[config.mk]
export PLATFORM = sky130hd
export DESIGN_NAME = auto_exposure_pd_latency_test_unit
export DESIGN_NICKNAME = d
export VERILOG_FILES = /design/src/aepd_pkg.sv /design/src/aepd_ctrl.sv /design/src/aepd_datapath.sv /design/src/auto_exposure_pd_latency_test_unit.sv
export SDC_FILE = /design/constraint.sdc
export NUM_CORES = 2
export LEC_CHECK = 0
export ABC_AREA = 1
export BUFFER_PORTS_ARGS = -buffer_cell sky130_fd_sc_hd__buf_2
export CAP_MARGIN = 5
export CORE_MARGIN = 3
export CORE_UTILIZATION = 35
export DETAILED_ROUTE_END_ITERATION = 10
export SYNTH_ARGS = -nofsm -noshare
export SYNTH_HDL_FRONTEND = slang
export SYNTH_SLANG_ARGS = --single-unit
[constraint.sdc]
create_clock -name clk_i -period 8.9 [get_ports clk_i]
set_clock_uncertainty 0.05 [all_clocks]
set_input_delay 1.78 -clock clk_i [delete_from_list [all_inputs] [get_ports clk_i]]
set_output_delay 1.78 -clock clk_i [all_outputs]
set_load 0.02 [all_outputs]
[src/aepd_pkg.sv]
// aepd_pkg: shared types and constants for the auto-exposure pd / latency test unit
// no dependencies; imported by aepd_ctrl, aepd_datapath and the top level
package aepd_pkg;

  localparam int unsigned MeanW   = 15;
  localparam int unsigned GainW   = 16;
  localparam int unsigned ExpW    = 32;
  localparam int unsigned LatW    = 13;
  localparam int unsigned SettleW = 5;
  localparam int unsigned RoundW  = 2;
  localparam int unsigned CountW  = 16;
  localparam int unsigned CfgIdxW = 3;
  localparam int unsigned CfgW    = 32;

  // latency divider: dividend is count*avg + settle*256, divisor is count+1
  localparam int unsigned DivW    = 30;
  localparam int unsigned DsrW    = 17;
  localparam int unsigned DivCntW = 5;
  localparam logic [DivCntW-1:0] DivLast = DivCntW'(DivW - 1);

  localparam logic [SettleW-1:0] QuietFrames   = SettleW'(3);
  localparam logic [SettleW-1:0] TimeoutFrames = SettleW'(20);
  localparam logic [RoundW:0]    InitRounds    = (RoundW + 1)'(2);
  localparam logic [ExpW-1:0]    ExposureReset = ExpW'(10000);

  // configuration register indexes
  localparam logic [CfgIdxW-1:0] RegTestMode  = CfgIdxW'(0);
  localparam logic [CfgIdxW-1:0] RegTarget    = CfgIdxW'(1);
  localparam logic [CfgIdxW-1:0] RegPropGain  = CfgIdxW'(2);
  localparam logic [CfgIdxW-1:0] RegDiffGain  = CfgIdxW'(3);
  localparam logic [CfgIdxW-1:0] RegExpLow    = CfgIdxW'(4);
  localparam logic [CfgIdxW-1:0] RegExpHigh   = CfgIdxW'(5);

  typedef enum logic [2:0] {
    PH_INIT        = 3'd0,
    PH_INIT_DARK   = 3'd1,
    PH_INIT_BRIGHT = 3'd2,
    PH_MEAS_DARK   = 3'd3,
    PH_MEAS_BRIGHT = 3'd4
  } phase_e;

  typedef enum logic [1:0] {
    ST_IDLE,
    ST_MUL,
    ST_DIV,
    ST_COMMIT
  } ctrl_state_e;

  typedef struct packed {
    logic capture;
    logic mul;
    logic div_step;
    logic commit;
  } cmd_t;

  typedef struct packed {
    logic need_div;
    logic out_free;
  } status_t;

endpackage

[src/aepd_ctrl.sv]
// aepd_ctrl: sequencer for one frame: capture, multiply, optional divide, commit
// depends on aepd_pkg
module aepd_ctrl
  import aepd_pkg::*;
(
  input  logic    clk_i,
  input  logic    rst_ni,
  input  logic    in_valid_i,
  output logic    in_ready_o,
  input  status_t status_i,
  output cmd_t    cmd_o
);

  ctrl_state_e state_q, state_d;
  logic [DivCntW-1:0] cnt_q, cnt_d;

  always_ff @(posedge clk_i or negedge rst_ni) begin
    if (!rst_ni) begin
      state_q <= ST_IDLE;
      cnt_q   <= '0;
    end else begin
      state_q <= state_d;
      cnt_q   <= cnt_d;
    end
  end

  always_comb begin
    state_d    = state_q;
    cnt_d      = cnt_q;
    cmd_o      = '0;
    in_ready_o = 1'b0;
    unique case (state_q)
      ST_IDLE: begin
        in_ready_o = 1'b1;
        if (in_valid_i) begin
          cmd_o.capture = 1'b1;
          state_d       = ST_MUL;
        end
      end
      ST_MUL: begin
        cmd_o.mul = 1'b1;
        cnt_d     = '0;
        state_d   = status_i.need_div ? ST_DIV : ST_COMMIT;
      end
      ST_DIV: begin
        cmd_o.div_step = 1'b1;
        cnt_d          = cnt_q + DivCntW'(1);
        if (cnt_q == DivLast) begin
          state_d = ST_COMMIT;
        end
      end
      ST_COMMIT: begin
        // hold until the output register can take the result
        if (status_i.out_free) begin
          cmd_o.commit = 1'b1;
          state_d      = ST_IDLE;
        end
      end
      default: begin
        state_d = ST_IDLE;
      end
    endcase
  end

endmodule

[src/aepd_datapath.sv]
// aepd_datapath: config registers, control/test state, multipliers, serial divider
// and the output register; depends on aepd_pkg, driven by aepd_ctrl
module aepd_datapath
  import aepd_pkg::*;
(
  input  logic               clk_i,
  input  logic               rst_ni,
  input  logic               cfg_we_i,
  input  logic [CfgIdxW-1:0] cfg_index_i,
  input  logic [CfgW-1:0]    cfg_wdata_i,
  input  logic [MeanW-1:0]   frame_mean_i,
  input  cmd_t               cmd_i,
  output status_t            status_o,
  output logic               out_valid_o,
  input  logic               out_ready_i,
  output logic [ExpW-1:0]    exposure_out_o,
  output logic               exposure_write_o,
  output logic [LatW-1:0]    latency_avg_o,
  output logic               latency_update_o
);

  // configuration
  logic                test_mode_q;
  logic [MeanW-1:0]    target_q;
  logic [GainW-1:0]    prop_gain_q, diff_gain_q;
  logic [ExpW-1:0]     exp_low_q, exp_high_q;

  // block state
  phase_e              phase_q, phase_d;
  logic [ExpW-1:0]     exp_acc_q, exp_acc_d;
  logic [MeanW-1:0]    last_q, last_d;
  logic [SettleW-1:0]  settle_q, settle_d;
  logic [RoundW-1:0]   rounds_q, rounds_d;
  logic [CountW-1:0]   mcount_q, mcount_d;
  logic [MeanW-1:0]    dark_q, dark_d, bright_q, bright_d;
  logic [LatW-1:0]     lat_q, lat_d;

  // per-frame working registers
  logic [MeanW-1:0]    mean_q;
  logic signed [ExpW-1:0] p_q, d_q;
  logic [DivW-1:0]     quo_q;
  logic [DsrW-1:0]     rem_q;

  // output register
  logic                out_valid_q;
  logic [ExpW-1:0]     exp_out_q;
  logic                exp_wr_q;
  logic [LatW-1:0]     lat_out_q;
  logic                lat_upd_q;

  // next values at commit
  logic [ExpW-1:0]     exp_out_d;
  logic                exp_wr_d;
  logic                lat_upd_d;

  // ---------------------------------------------------------------- near test
  logic [MeanW-1:0]    ref_mean, diff_abs;
  logic [MeanW+3:0]    diff_x10;
  logic [MeanW:0]      ref_plus;
  logic                is_meas, near;

  always_comb begin
    is_meas  = (phase_q == PH_MEAS_DARK) || (phase_q == PH_MEAS_BRIGHT);
    ref_mean = (phase_q == PH_MEAS_DARK) ? dark_q : bright_q;
    diff_abs = (mean_q > ref_mean) ? (mean_q - ref_mean) : (ref_mean - mean_q);
    diff_x10 = ({4'b0, diff_abs} << 3) + ({4'b0, diff_abs} << 1);
    ref_plus = {1'b0, ref_mean} + (MeanW + 1)'(10);
    near     = diff_x10 < {3'b0, ref_plus};
  end

  assign status_o.need_div = test_mode_q && is_meas && near;
  assign status_o.out_free = !out_valid_q || out_ready_i;

  // ---------------------------------------------------------------- multiply operands
  logic [MeanW-1:0]        last_eff;
  logic signed [GainW-1:0] err_p, err_d;
  logic [DivW-1:0]         lat_num;
  logic [DsrW-1:0]         divisor;

  always_comb begin
    // the first frame seeds last_mean so its derivative term is zero
    last_eff = (last_q == '0) ? mean_q : last_q;
    err_p    = $signed({1'b0, target_q} - {1'b0, mean_q});
    err_d    = $signed({1'b0, mean_q} - {1'b0, last_eff});
    lat_num  = DivW'(mcount_q) * DivW'(lat_q) + DivW'({settle_q, 8'b0});
    divisor  = {1'b0, mcount_q} + DsrW'(1);
  end

  // ---------------------------------------------------------------- divider step
  logic [DsrW:0] div_shift, div_trial;

  always_comb begin
    div_shift = {rem_q, quo_q[DivW-1]};
    div_trial = div_shift - {1'b0, divisor};
  end

  always_ff @(posedge clk_i) begin
    if (cmd_i.capture) begin
      mean_q <= frame_mean_i;
    end
    if (cmd_i.mul) begin
      p_q   <= ExpW'(err_p) * ExpW'($signed(prop_gain_q));
      d_q   <= ExpW'(err_d) * ExpW'($signed(diff_gain_q));
      quo_q <= lat_num;
      rem_q <= '0;
    end else if (cmd_i.div_step) begin
      if (!div_trial[DsrW]) begin
        rem_q <= div_trial[DsrW-1:0];
        quo_q <= {quo_q[DivW-2:0], 1'b1};
      end else begin
        rem_q <= div_shift[DsrW-1:0];
        quo_q <= {quo_q[DivW-2:0], 1'b0};
      end
    end
  end

  // ---------------------------------------------------------------- commit logic
  logic [SettleW-1:0] settle_inc;
  logic [RoundW:0]    rounds_inc;

  always_comb begin
    settle_inc = settle_q + SettleW'(1);
    rounds_inc = {1'b0, rounds_q} + (RoundW + 1)'(1);
    phase_d    = phase_q;
    exp_acc_d  = exp_acc_q;
    last_d     = last_q;
    settle_d   = settle_q;
    rounds_d   = rounds_q;
    mcount_d   = mcount_q;
    dark_d     = dark_q;
    bright_d   = bright_q;
    lat_d      = lat_q;
    exp_out_d  = '0;
    exp_wr_d   = 1'b0;
    lat_upd_d  = 1'b0;

    if (!test_mode_q) begin
      exp_acc_d = exp_acc_q + ExpW'(p_q) + ExpW'(d_q);
      last_d    = mean_q;
      exp_out_d = exp_acc_d;
      exp_wr_d  = 1'b1;
    end else begin
      unique case (phase_q) inside
        PH_INIT_DARK: begin
          if (mean_q < dark_q) begin
            dark_d   = mean_q;
            settle_d = '0;
          end else begin
            settle_d = settle_inc;
          end
          if (settle_d == QuietFrames) begin
            settle_d  = '0;
            bright_d  = mean_q;
            exp_out_d = exp_high_q;
            exp_wr_d  = 1'b1;
            phase_d   = PH_INIT_BRIGHT;
          end
        end
        PH_INIT_BRIGHT: begin
          if (mean_q > bright_q) begin
            bright_d = mean_q;
            settle_d = '0;
          end else begin
            settle_d = settle_inc;
          end
          if (settle_d == QuietFrames) begin
            settle_d  = '0;
            exp_out_d = exp_low_q;
            exp_wr_d  = 1'b1;
            rounds_d  = rounds_inc[RoundW-1:0];
            if (rounds_inc < InitRounds) begin
              dark_d  = mean_q;
              phase_d = PH_INIT_DARK;
            end else begin
              phase_d = PH_MEAS_DARK;
            end
          end
        end
        PH_MEAS_DARK, PH_MEAS_BRIGHT: begin
          if (near) begin
            lat_d     = quo_q[LatW-1:0];
            mcount_d  = (mcount_q == '1) ? mcount_q : mcount_q + CountW'(1);
            lat_upd_d = 1'b1;
            settle_d  = '0;
            exp_out_d = (phase_q == PH_MEAS_DARK) ? exp_high_q : exp_low_q;
            exp_wr_d  = 1'b1;
            phase_d   = (phase_q == PH_MEAS_DARK) ? PH_MEAS_BRIGHT : PH_MEAS_DARK;
          end else begin
            settle_d = settle_inc;
          end
        end
        default: begin
          // restart the test: learn both extremes from scratch
          rounds_d  = '0;
          settle_d  = '0;
          mcount_d  = '0;
          dark_d    = mean_q;
          bright_d  = mean_q;
          exp_out_d = exp_high_q;
          exp_wr_d  = 1'b1;
          phase_d   = PH_INIT_BRIGHT;
        end
      endcase
      if (settle_d > TimeoutFrames) begin
        phase_d = PH_INIT;
      end
    end
  end

  // ---------------------------------------------------------------- registers
  always_ff @(posedge clk_i or negedge rst_ni) begin
    if (!rst_ni) begin
      test_mode_q <= 1'b0;
      target_q    <= MeanW'(100);
      prop_gain_q <= GainW'(1);
      diff_gain_q <= '0;
      exp_low_q   <= '0;
      exp_high_q  <= ExposureReset;
    end else if (cfg_we_i) begin
      unique case (cfg_index_i)
        RegTestMode: test_mode_q <= cfg_wdata_i[0];
        RegTarget:   target_q    <= cfg_wdata_i[MeanW-1:0];
        RegPropGain: prop_gain_q <= cfg_wdata_i[GainW-1:0];
        RegDiffGain: diff_gain_q <= cfg_wdata_i[GainW-1:0];
        RegExpLow:   exp_low_q   <= cfg_wdata_i[ExpW-1:0];
        RegExpHigh:  exp_high_q  <= cfg_wdata_i[ExpW-1:0];
        default: ;
      endcase
    end
  end

  always_ff @(posedge clk_i or negedge rst_ni) begin
    if (!rst_ni) begin
      phase_q   <= PH_INIT;
      exp_acc_q <= ExposureReset;
      last_q    <= '0;
      settle_q  <= '0;
      rounds_q  <= '0;
      mcount_q  <= '0;
      dark_q    <= '0;
      bright_q  <= '0;
      lat_q     <= '0;
    end else if (cmd_i.commit) begin
      phase_q   <= phase_d;
      exp_acc_q <= exp_acc_d;
      last_q    <= last_d;
      settle_q  <= settle_d;
      rounds_q  <= rounds_d;
      mcount_q  <= mcount_d;
      dark_q    <= dark_d;
      bright_q  <= bright_d;
      lat_q     <= lat_d;
    end
  end

  always_ff @(posedge clk_i or negedge rst_ni) begin
    if (!rst_ni) begin
      out_valid_q <= 1'b0;
    end else if (cmd_i.commit) begin
      out_valid_q <= 1'b1;
    end else if (out_ready_i) begin
      out_valid_q <= 1'b0;
    end
  end

  always_ff @(posedge clk_i) begin
    if (cmd_i.commit) begin
      exp_out_q <= exp_out_d;
      exp_wr_q  <= exp_wr_d;
      lat_out_q <= lat_d;
      lat_upd_q <= lat_upd_d;
    end
  end

  assign out_valid_o      = out_valid_q;
  assign exposure_out_o   = exp_out_q;
  assign exposure_write_o = exp_wr_q;
  assign latency_avg_o    = lat_out_q;
  assign latency_update_o = lat_upd_q;

endmodule

[src/auto_exposure_pd_latency_test_unit.sv]
// auto_exposure_pd_latency_test_unit: top level, pd exposure control and latency test
// depends on aepd_pkg, aepd_ctrl and aepd_datapath
//
//   channel | handshake                 | payload
//   --------+---------------------------+----------------------------------------------
//   in      | in_valid_i / in_ready_o   | frame_mean_i
//   out     | out_valid_o / out_ready_i | exposure_out_o, exposure_write_o,
//           |                           | latency_avg_o, latency_update_o
//   cfg     | cfg_we_i                  | cfg_index_i, cfg_wdata_i
//
// a transaction runs capture, multiply and commit; when the latency average
// is folded in, the 30-step restoring divider runs between multiply and commit
// in_ready_o is high only while the sequencer is idle; one frame is in work at a time
// a finished result sits in the output register, so the next frame can start while it waits
// if the output register is still full at commit time the sequencer holds there
// reset loads the register defaults and clears all test state; no clearing pass
module auto_exposure_pd_latency_test_unit
  import aepd_pkg::*;
(
  input  logic               clk_i,
  input  logic               rst_ni,
  input  logic               cfg_we_i,
  input  logic [CfgIdxW-1:0] cfg_index_i,
  input  logic [CfgW-1:0]    cfg_wdata_i,
  input  logic               in_valid_i,
  output logic               in_ready_o,
  input  logic [MeanW-1:0]   frame_mean_i,
  output logic               out_valid_o,
  input  logic               out_ready_i,
  output logic [ExpW-1:0]    exposure_out_o,
  output logic               exposure_write_o,
  output logic [LatW-1:0]    latency_avg_o,
  output logic               latency_update_o
);

  cmd_t    cmd;
  status_t status;

  aepd_ctrl u_ctrl (
    .clk_i      (clk_i),
    .rst_ni     (rst_ni),
    .in_valid_i (in_valid_i),
    .in_ready_o (in_ready_o),
    .status_i   (status),
    .cmd_o      (cmd)
  );

  aepd_datapath u_datapath (
    .clk_i            (clk_i),
    .rst_ni           (rst_ni),
    .cfg_we_i         (cfg_we_i),
    .cfg_index_i      (cfg_index_i),
    .cfg_wdata_i      (cfg_wdata_i),
    .frame_mean_i     (frame_mean_i),
    .cmd_i            (cmd),
    .status_o         (status),
    .out_valid_o      (out_valid_o),
    .out_ready_i      (out_ready_i),
    .exposure_out_o   (exposure_out_o),
    .exposure_write_o (exposure_write_o),
    .latency_avg_o    (latency_avg_o),
    .latency_update_o (latency_update_o)
  );

endmodule

# Word level (Yosys, flattened, before mapping)
# Cells that the tools add are included.
dict set report word_totals {
  reg_bits 409
  in_bits 55
  output_inout_bits 49
}
dict set report classes {
  add_sub_neg 15
  mul 3
  order_cmp 6
  eq_ne 29
  mux 65
  bitwise_logic 4
  n_reduce_logical 29
}
# cell count
set ops {}
lappend ops {{$mux 32} 5}
lappend ops {{$mux 15} 8}
lappend ops {{$pmux 32 s3} 1}
lappend ops {{$pmux 15 s3} 2}
lappend ops {{$add 32x32->32} 2}
lappend ops {{$mul 16x16->32} 2}
lappend ops {{$mux 30} 2}
lappend ops {{$mux 5} 10}
lappend ops {{$mux 13} 3}
lappend ops {{$mux 16} 2}
lappend ops {{$pmux 16 s2} 1}
lappend ops {{$sub 15x15->16} 2}
lappend ops {{$add 29x13->30} 1}
lappend ops {{$gt 15x15->1} 2}
lappend ops {{$sub 15x15->15} 2}
lappend ops {{$mul 16x13->29} 1}
lappend ops {{$add 18x16->19} 1}
lappend ops {{$lt 19x16->1} 1}
lappend ops {{$reduce_and 2->1} 9}
lappend ops {{$sub 18x17->18} 1}
lappend ops {{$add 16x1->17 const B} 1}
lappend ops {{$mux 17} 1}
lappend ops {{$add 15x4->16 const B} 1}
lappend ops {{$add 16x1->16 const B} 1}
lappend ops {{40 further kinds} 89}

# Depth between registers and ports, before layout
dict set report depth {
  depth_word 12
  ltp_mapped 55
  ltp_nobuf 55
}

# By module
# Synthesis repeated with hierarchy kept, for this count alone.
dict set report unflattened {
  hier_cells 5759
  hier_area_um2 49602.6
}
# mod n_inst cells_each area_each_um2 seq_area_each_um2
set by_module_without_submodules {}
lappend by_module_without_submodules {aepd_datapath 1 5695 49108.3 10772.8}
lappend by_module_without_submodules {aepd_ctrl 1 64 494.2 175.2}

# Worst setup path after synthesis
# Ideal clock, no wire load.
dict set report synth_timing {
  path_type {reg2reg}
  startpoint {reg u_datapath.last_q[8]}
  endpoint {reg u_datapath.d_q[30] (data pin)}
  arrival_time_ns 9.028
  setup_slack_ns -0.438
  stages_incl_launch_ff 52
  n_path_buf 1
  synth_period_minus_slack_ns 9.338
  cell_sequence {dfrtp_1 > or4_1 > nor4_1 > nand2_1 > nor2_1 > nor2_1 > ha_1 > a21oi_1 > nand2_1 > a21oi_1 > o21bai_1 > nand2_1 > nand2_1 > a21oi_1 > or2_2 > nand2_1 > a21oi_1 > inv_1 > [16 not listed] > fa_1 > inv_1 > fa_1 > inv_1 > fa_1 > ha_1 > nand2_1 > o21ai_0 > a21oi_1 > o21ai_0 > a21oi_1 > o21ai_0 > a21boi_0 > o21ai_0 > a21oi_1 > nor2_1 > nor2_1 > xor2_1}
}
dict set report synth_between {
  elab_chain_len 4
}
# element line_no
set synth_rtl {}
lappend synth_rtl {{start: declaration} aepd_datapath.sv:31} ;# logic [MeanW-1:0] last_q, last_d;
lappend synth_rtl {{start signal: assignment} aepd_datapath.sv:246} ;# last_q <= last_d;
lappend synth_rtl {{$logic_not 15->1} aepd_datapath.sv:82} ;# last_eff = (last_q == '0) ? mean_q : last_q;
lappend synth_rtl {{$mux 15 (*)} aepd_datapath.sv:82}
lappend synth_rtl {{$sub 15x15->16 (*)} aepd_datapath.sv:84} ;# err_d = $signed({1'b0, mean_q} - {1'b0, last_eff});
lappend synth_rtl {{$mul 16x16->32 (*)} aepd_datapath.sv:103} ;# d_q <= ExpW'(err_d) * ExpW'($signed(diff_gain_q));
lappend synth_rtl {{end signal: assignment} aepd_datapath.sv:103}
lappend synth_rtl {{end: declaration} aepd_datapath.sv:40} ;# logic signed [ExpW-1:0] p_q, d_q;
# Mark *: on every way between the ends. The rest lies on a longest branch, timed or not.
# A chain may end at the register's enable or synchronous reset.

# Worst setup path in the final report
dict set report layout_timing {
  startpoint {reg u_datapath.last_q[7]}
  endpoint {reg u_datapath.d_q[31] (data pin)}
}
# Same word-level chain as after synthesis.

==> flow_summary.yaml <==
outcome:
  outcome: "finished with violations"
  violations: "negative setup slack"
floorplanning:
  die_w_microns: 382
  core-area_sq_mm: 0.140
  rows: 137
  dieArea_sq_mm: 0.146
  io_pins: 104
  die_h_microns: 382
  initial_core_util_pct: 35.4
logic_synthesis:
  synth_top_flop_cell: "dfrtp_1"
  ys_warn_count: 0
  synthesis.area_sq_mm: 0.0495
  ys_seq_area_share_pct: 22.1
  synthArstFlopShare_pct: 57.7
  ys_ff_latch: 409
  yosysUniqueCellTypes: 63
  synthTopCellsByCount: "nand2_1 (1,304), inv_1 (1,159), fa_1 (721)"
  yosysMostFrequentCell: "nand2_1"
  yosysTopAreaCell: "fa_1"
  synth_top_family_by_area: "adder cells"
  synthesis.nets: 6959
  synth_edf_count: 156
  muxShareOfSynthArea_pct: 0.0202
  synthXorXnorAreaFrac_pct: 3.31
  synth-compound-area-share_pct: 8.91
  synth.area.top_cells: "fa_1 (29%), dfrtp_1 (11%), ha_1 (11%), nand2_1 (9.9%), edfxtp_1 (9.5%)"
  syn_avg_cell_area_sq_um: 8.60
  yosys.area_share.simple_pct: 15.0
  syn_inst: 5756
  synthAdderAreaFrac_pct: 40.0
  synth_top_area_share_pct: 29.2
grt:
  track_usage_pct: 19.7
  grtUsageMet3_pct: 3.06
  grt.busiest_layer: "met2"
  use_met1_pct: 27.2
  grt_pass1_wl_microns: 226000
  grt_pass1_vias: 40073
  grt_max_degree: 145
  overflow: 0
  antenna_found_initial: 6
  grt_util_met2_pct: 32.1
critical_path:
  cp.depth: 49
  path_buf_inv: 5
  required_ns: 9.25
  cp.arrival_ns: 9.52
  reg2regPathDepth: 49
  crit_type: "register to register"
  max_stage_delay_ns: 0.61
  setup.worst_path.end_class: "register"
  crit_slowest_cell: "fa_2"
  path_delay_family: "adder cells"
  startpoint_type: "register"
  path_max_fanout: 5
run:
  maxCapViolations: 0
sta:
  setup_slack_ns: -0.269
  setup_viol: 5
  fmax_mhz: 109
  min_period_ns: 9.17
  setup_tns_ns: -0.852
  period_share_pct: 103
  hold_viol: 0
  slew_viol_final: 0
  rsz0062_at_grt: "true"
  worst_slew_pin_slew_ns: 1.19
  maxSlewHeadroom_pct: 20.6
clocking:
  clkSinkCount: 409
  cts_hold_buffers: 0
  htreeDepth: 2
  clk_pin_slew_worst_paths_ns: 0.07
  cts_buffers: 53
  clock-root-buffer: "clkbuf_16"
  insertion_delay_ns: 0.66
  cts_tree: "done"
  cts_buffer_depth: 3
detailed_routing:
  drtIter0Drc: 2445
  drt-pass1-iter-count: 6
  routedWlPerCell_microns: 17.9
  routed_via_density: 4.90
  vias: 38768
  ant_nets: 0
  drc_errors: 0
  drt_wl_total_microns: 142000
worst_hold_path:
  min_path_cells: 2
  hp-class: "register to register"
place:
  place_congestion: 0.918
  numPortBuffers: 103
  hpwl_microns: 114000
cells_and_area:
  seqCellArea_sq_mm: 0.0109
  multi_input_area_sq_mm: 0.0341
  syn2layout_area_growth_pct: 13.8
  fillerInstances: 14002
  layout-drive-gt1-share_pct: 12.0
  final_nets: 7189
## path summary, 6_finish.rpt
kind                                             to  slack (ns)                      from
min                        u_datapath.exp_acc_q[10]        0.43  u_datapath.exp_acc_q[10]
min in group asynchronous     u_datapath.dark_q[12]        1.08                    rst_ni
max                              u_datapath.d_q[31]       -0.27      u_datapath.last_q[7]
max in group asynchronous  u_datapath.exp_acc_q[31]        6.38                    rst_ni
max reg2reg                      u_datapath.d_q[31]       -0.27      u_datapath.last_q[7]
min reg2reg                u_datapath.exp_acc_q[10]        0.43  u_datapath.exp_acc_q[10]
## worst reg2reg max path, delay by kind of cell, from the launching register on
family / cells / cell delay, ns
XOR/XNOR: 1 / 0.13
buffers and inverters: 5 / 0.38
AO/OA/AOI/OAI: 13 / 1.65
flip-flops: 1 / 0.38
AND/OR/NAND/NOR: 22 / 2.49
adder cells (fa/ha/maj): 8 / 3.81
## cell families after synthesis
family                     after synthesis
and+or+nand+nor                       1828
buffers and inverters                 1387
adders and majority gates             1148
AOI/OAI and AO/OA                      796
DFF                                    409
xor gates and xnor gates               187
muxes                                    1
## what timing repair did
action	CTS	global route
hold endpoints to repair	0	0
buffers inserted	33	22
resized for setup	68	142
pin swaps	45	64
endpoints found under the setup margin	12	41
## routing by layer
layer / wire, microns / share of wire (%) / vias to the layer above
met5: 42 / 0.030 / -
met4: 4460 / 3.2 / 6
met3: 8910 / 6.3 / 198
met2: 65200 / 46 / 1025
met1: 63000 / 44 / 19282
li1: - / - / 18257
## layout make-up
class | count | share of cell area, %
sequential | 409 | 19.4
clock buffer | 70 | 2.61
multi-input combinational | 3960 | 60.5
timing repair buffer | 381 | 4.81
tap | 1876 | 4.17
inverter | 1181 | 7.89
clock inverter | 30 | 0.622
antenna | 3 | 0.0133
## per-stage QoR
stage | instances | util [%] | cell area (sq um) | hold slack, ns | setup WS, ns
floorplan | 5756 | - | 49600 | 0.403 | -0.0156
global placement | 7758 | 38.2 | 53400 | 0.414 | -0.535
detailed placement | 7758 | 38.2 | 53400 | 0.418 | -0.617
CTS | 7888 | 39.8 | 55600 | 0.429 | -0.168
global route | 7907 | 40.3 | 56300 | 0.444 | -0.764
finish | 7910 | 40.3 | 56300 | 0.428 | -0.269
## cells in the final DEF, fill, tap and decap left out, drive strengths merged, types with 17 or more instances in the layout
cell | netlist | routed
dfrtp | 222 | 222
buf | 16 | 381
o211ai | 34 | 34
nand3 | 107 | 107
xnor2 | 75 | 75
edfxtp | 156 | 156
nor2 | 286 | 286
inv | 1165 | 1170
a21oi | 272 | 272
fa | 721 | 721
nand2 | 1328 | 1328
nor3 | 22 | 22
dfxtp | 17 | 17
clkinv | 16 | 34
a31oi | 21 | 21
nand4 | 29 | 29
o21ai | 380 | 380
ha | 427 | 427
or2 | 30 | 30
clkbuf | 190 | 70
xor2 | 112 | 112
## sequential cells by signal, indices dropped and copies added, names as in the netlist, 15 cells and up
signal and flops:
u_datapath.exposure_out_o 32, u_datapath.bright_q 15, u_datapath.quo_q 30, u_datapath.rem_q 17
u_datapath.target_q 15, u_datapath.diff_gain_q 16, u_datapath.d_q 32, u_datapath.exp_low_q 32
u_datapath.dark_q 15, u_datapath.prop_gain_q 16, u_datapath.last_q 15, u_datapath.mean_q 15
u_datapath.mcount_q 16, u_datapath.exp_high_q 32, u_datapath.exp_acc_q 32, u_datapath.p_q 32
Power is not shown: default switching activity piles up to over one toggle a cycle in this logic, so the estimate is an artifact.
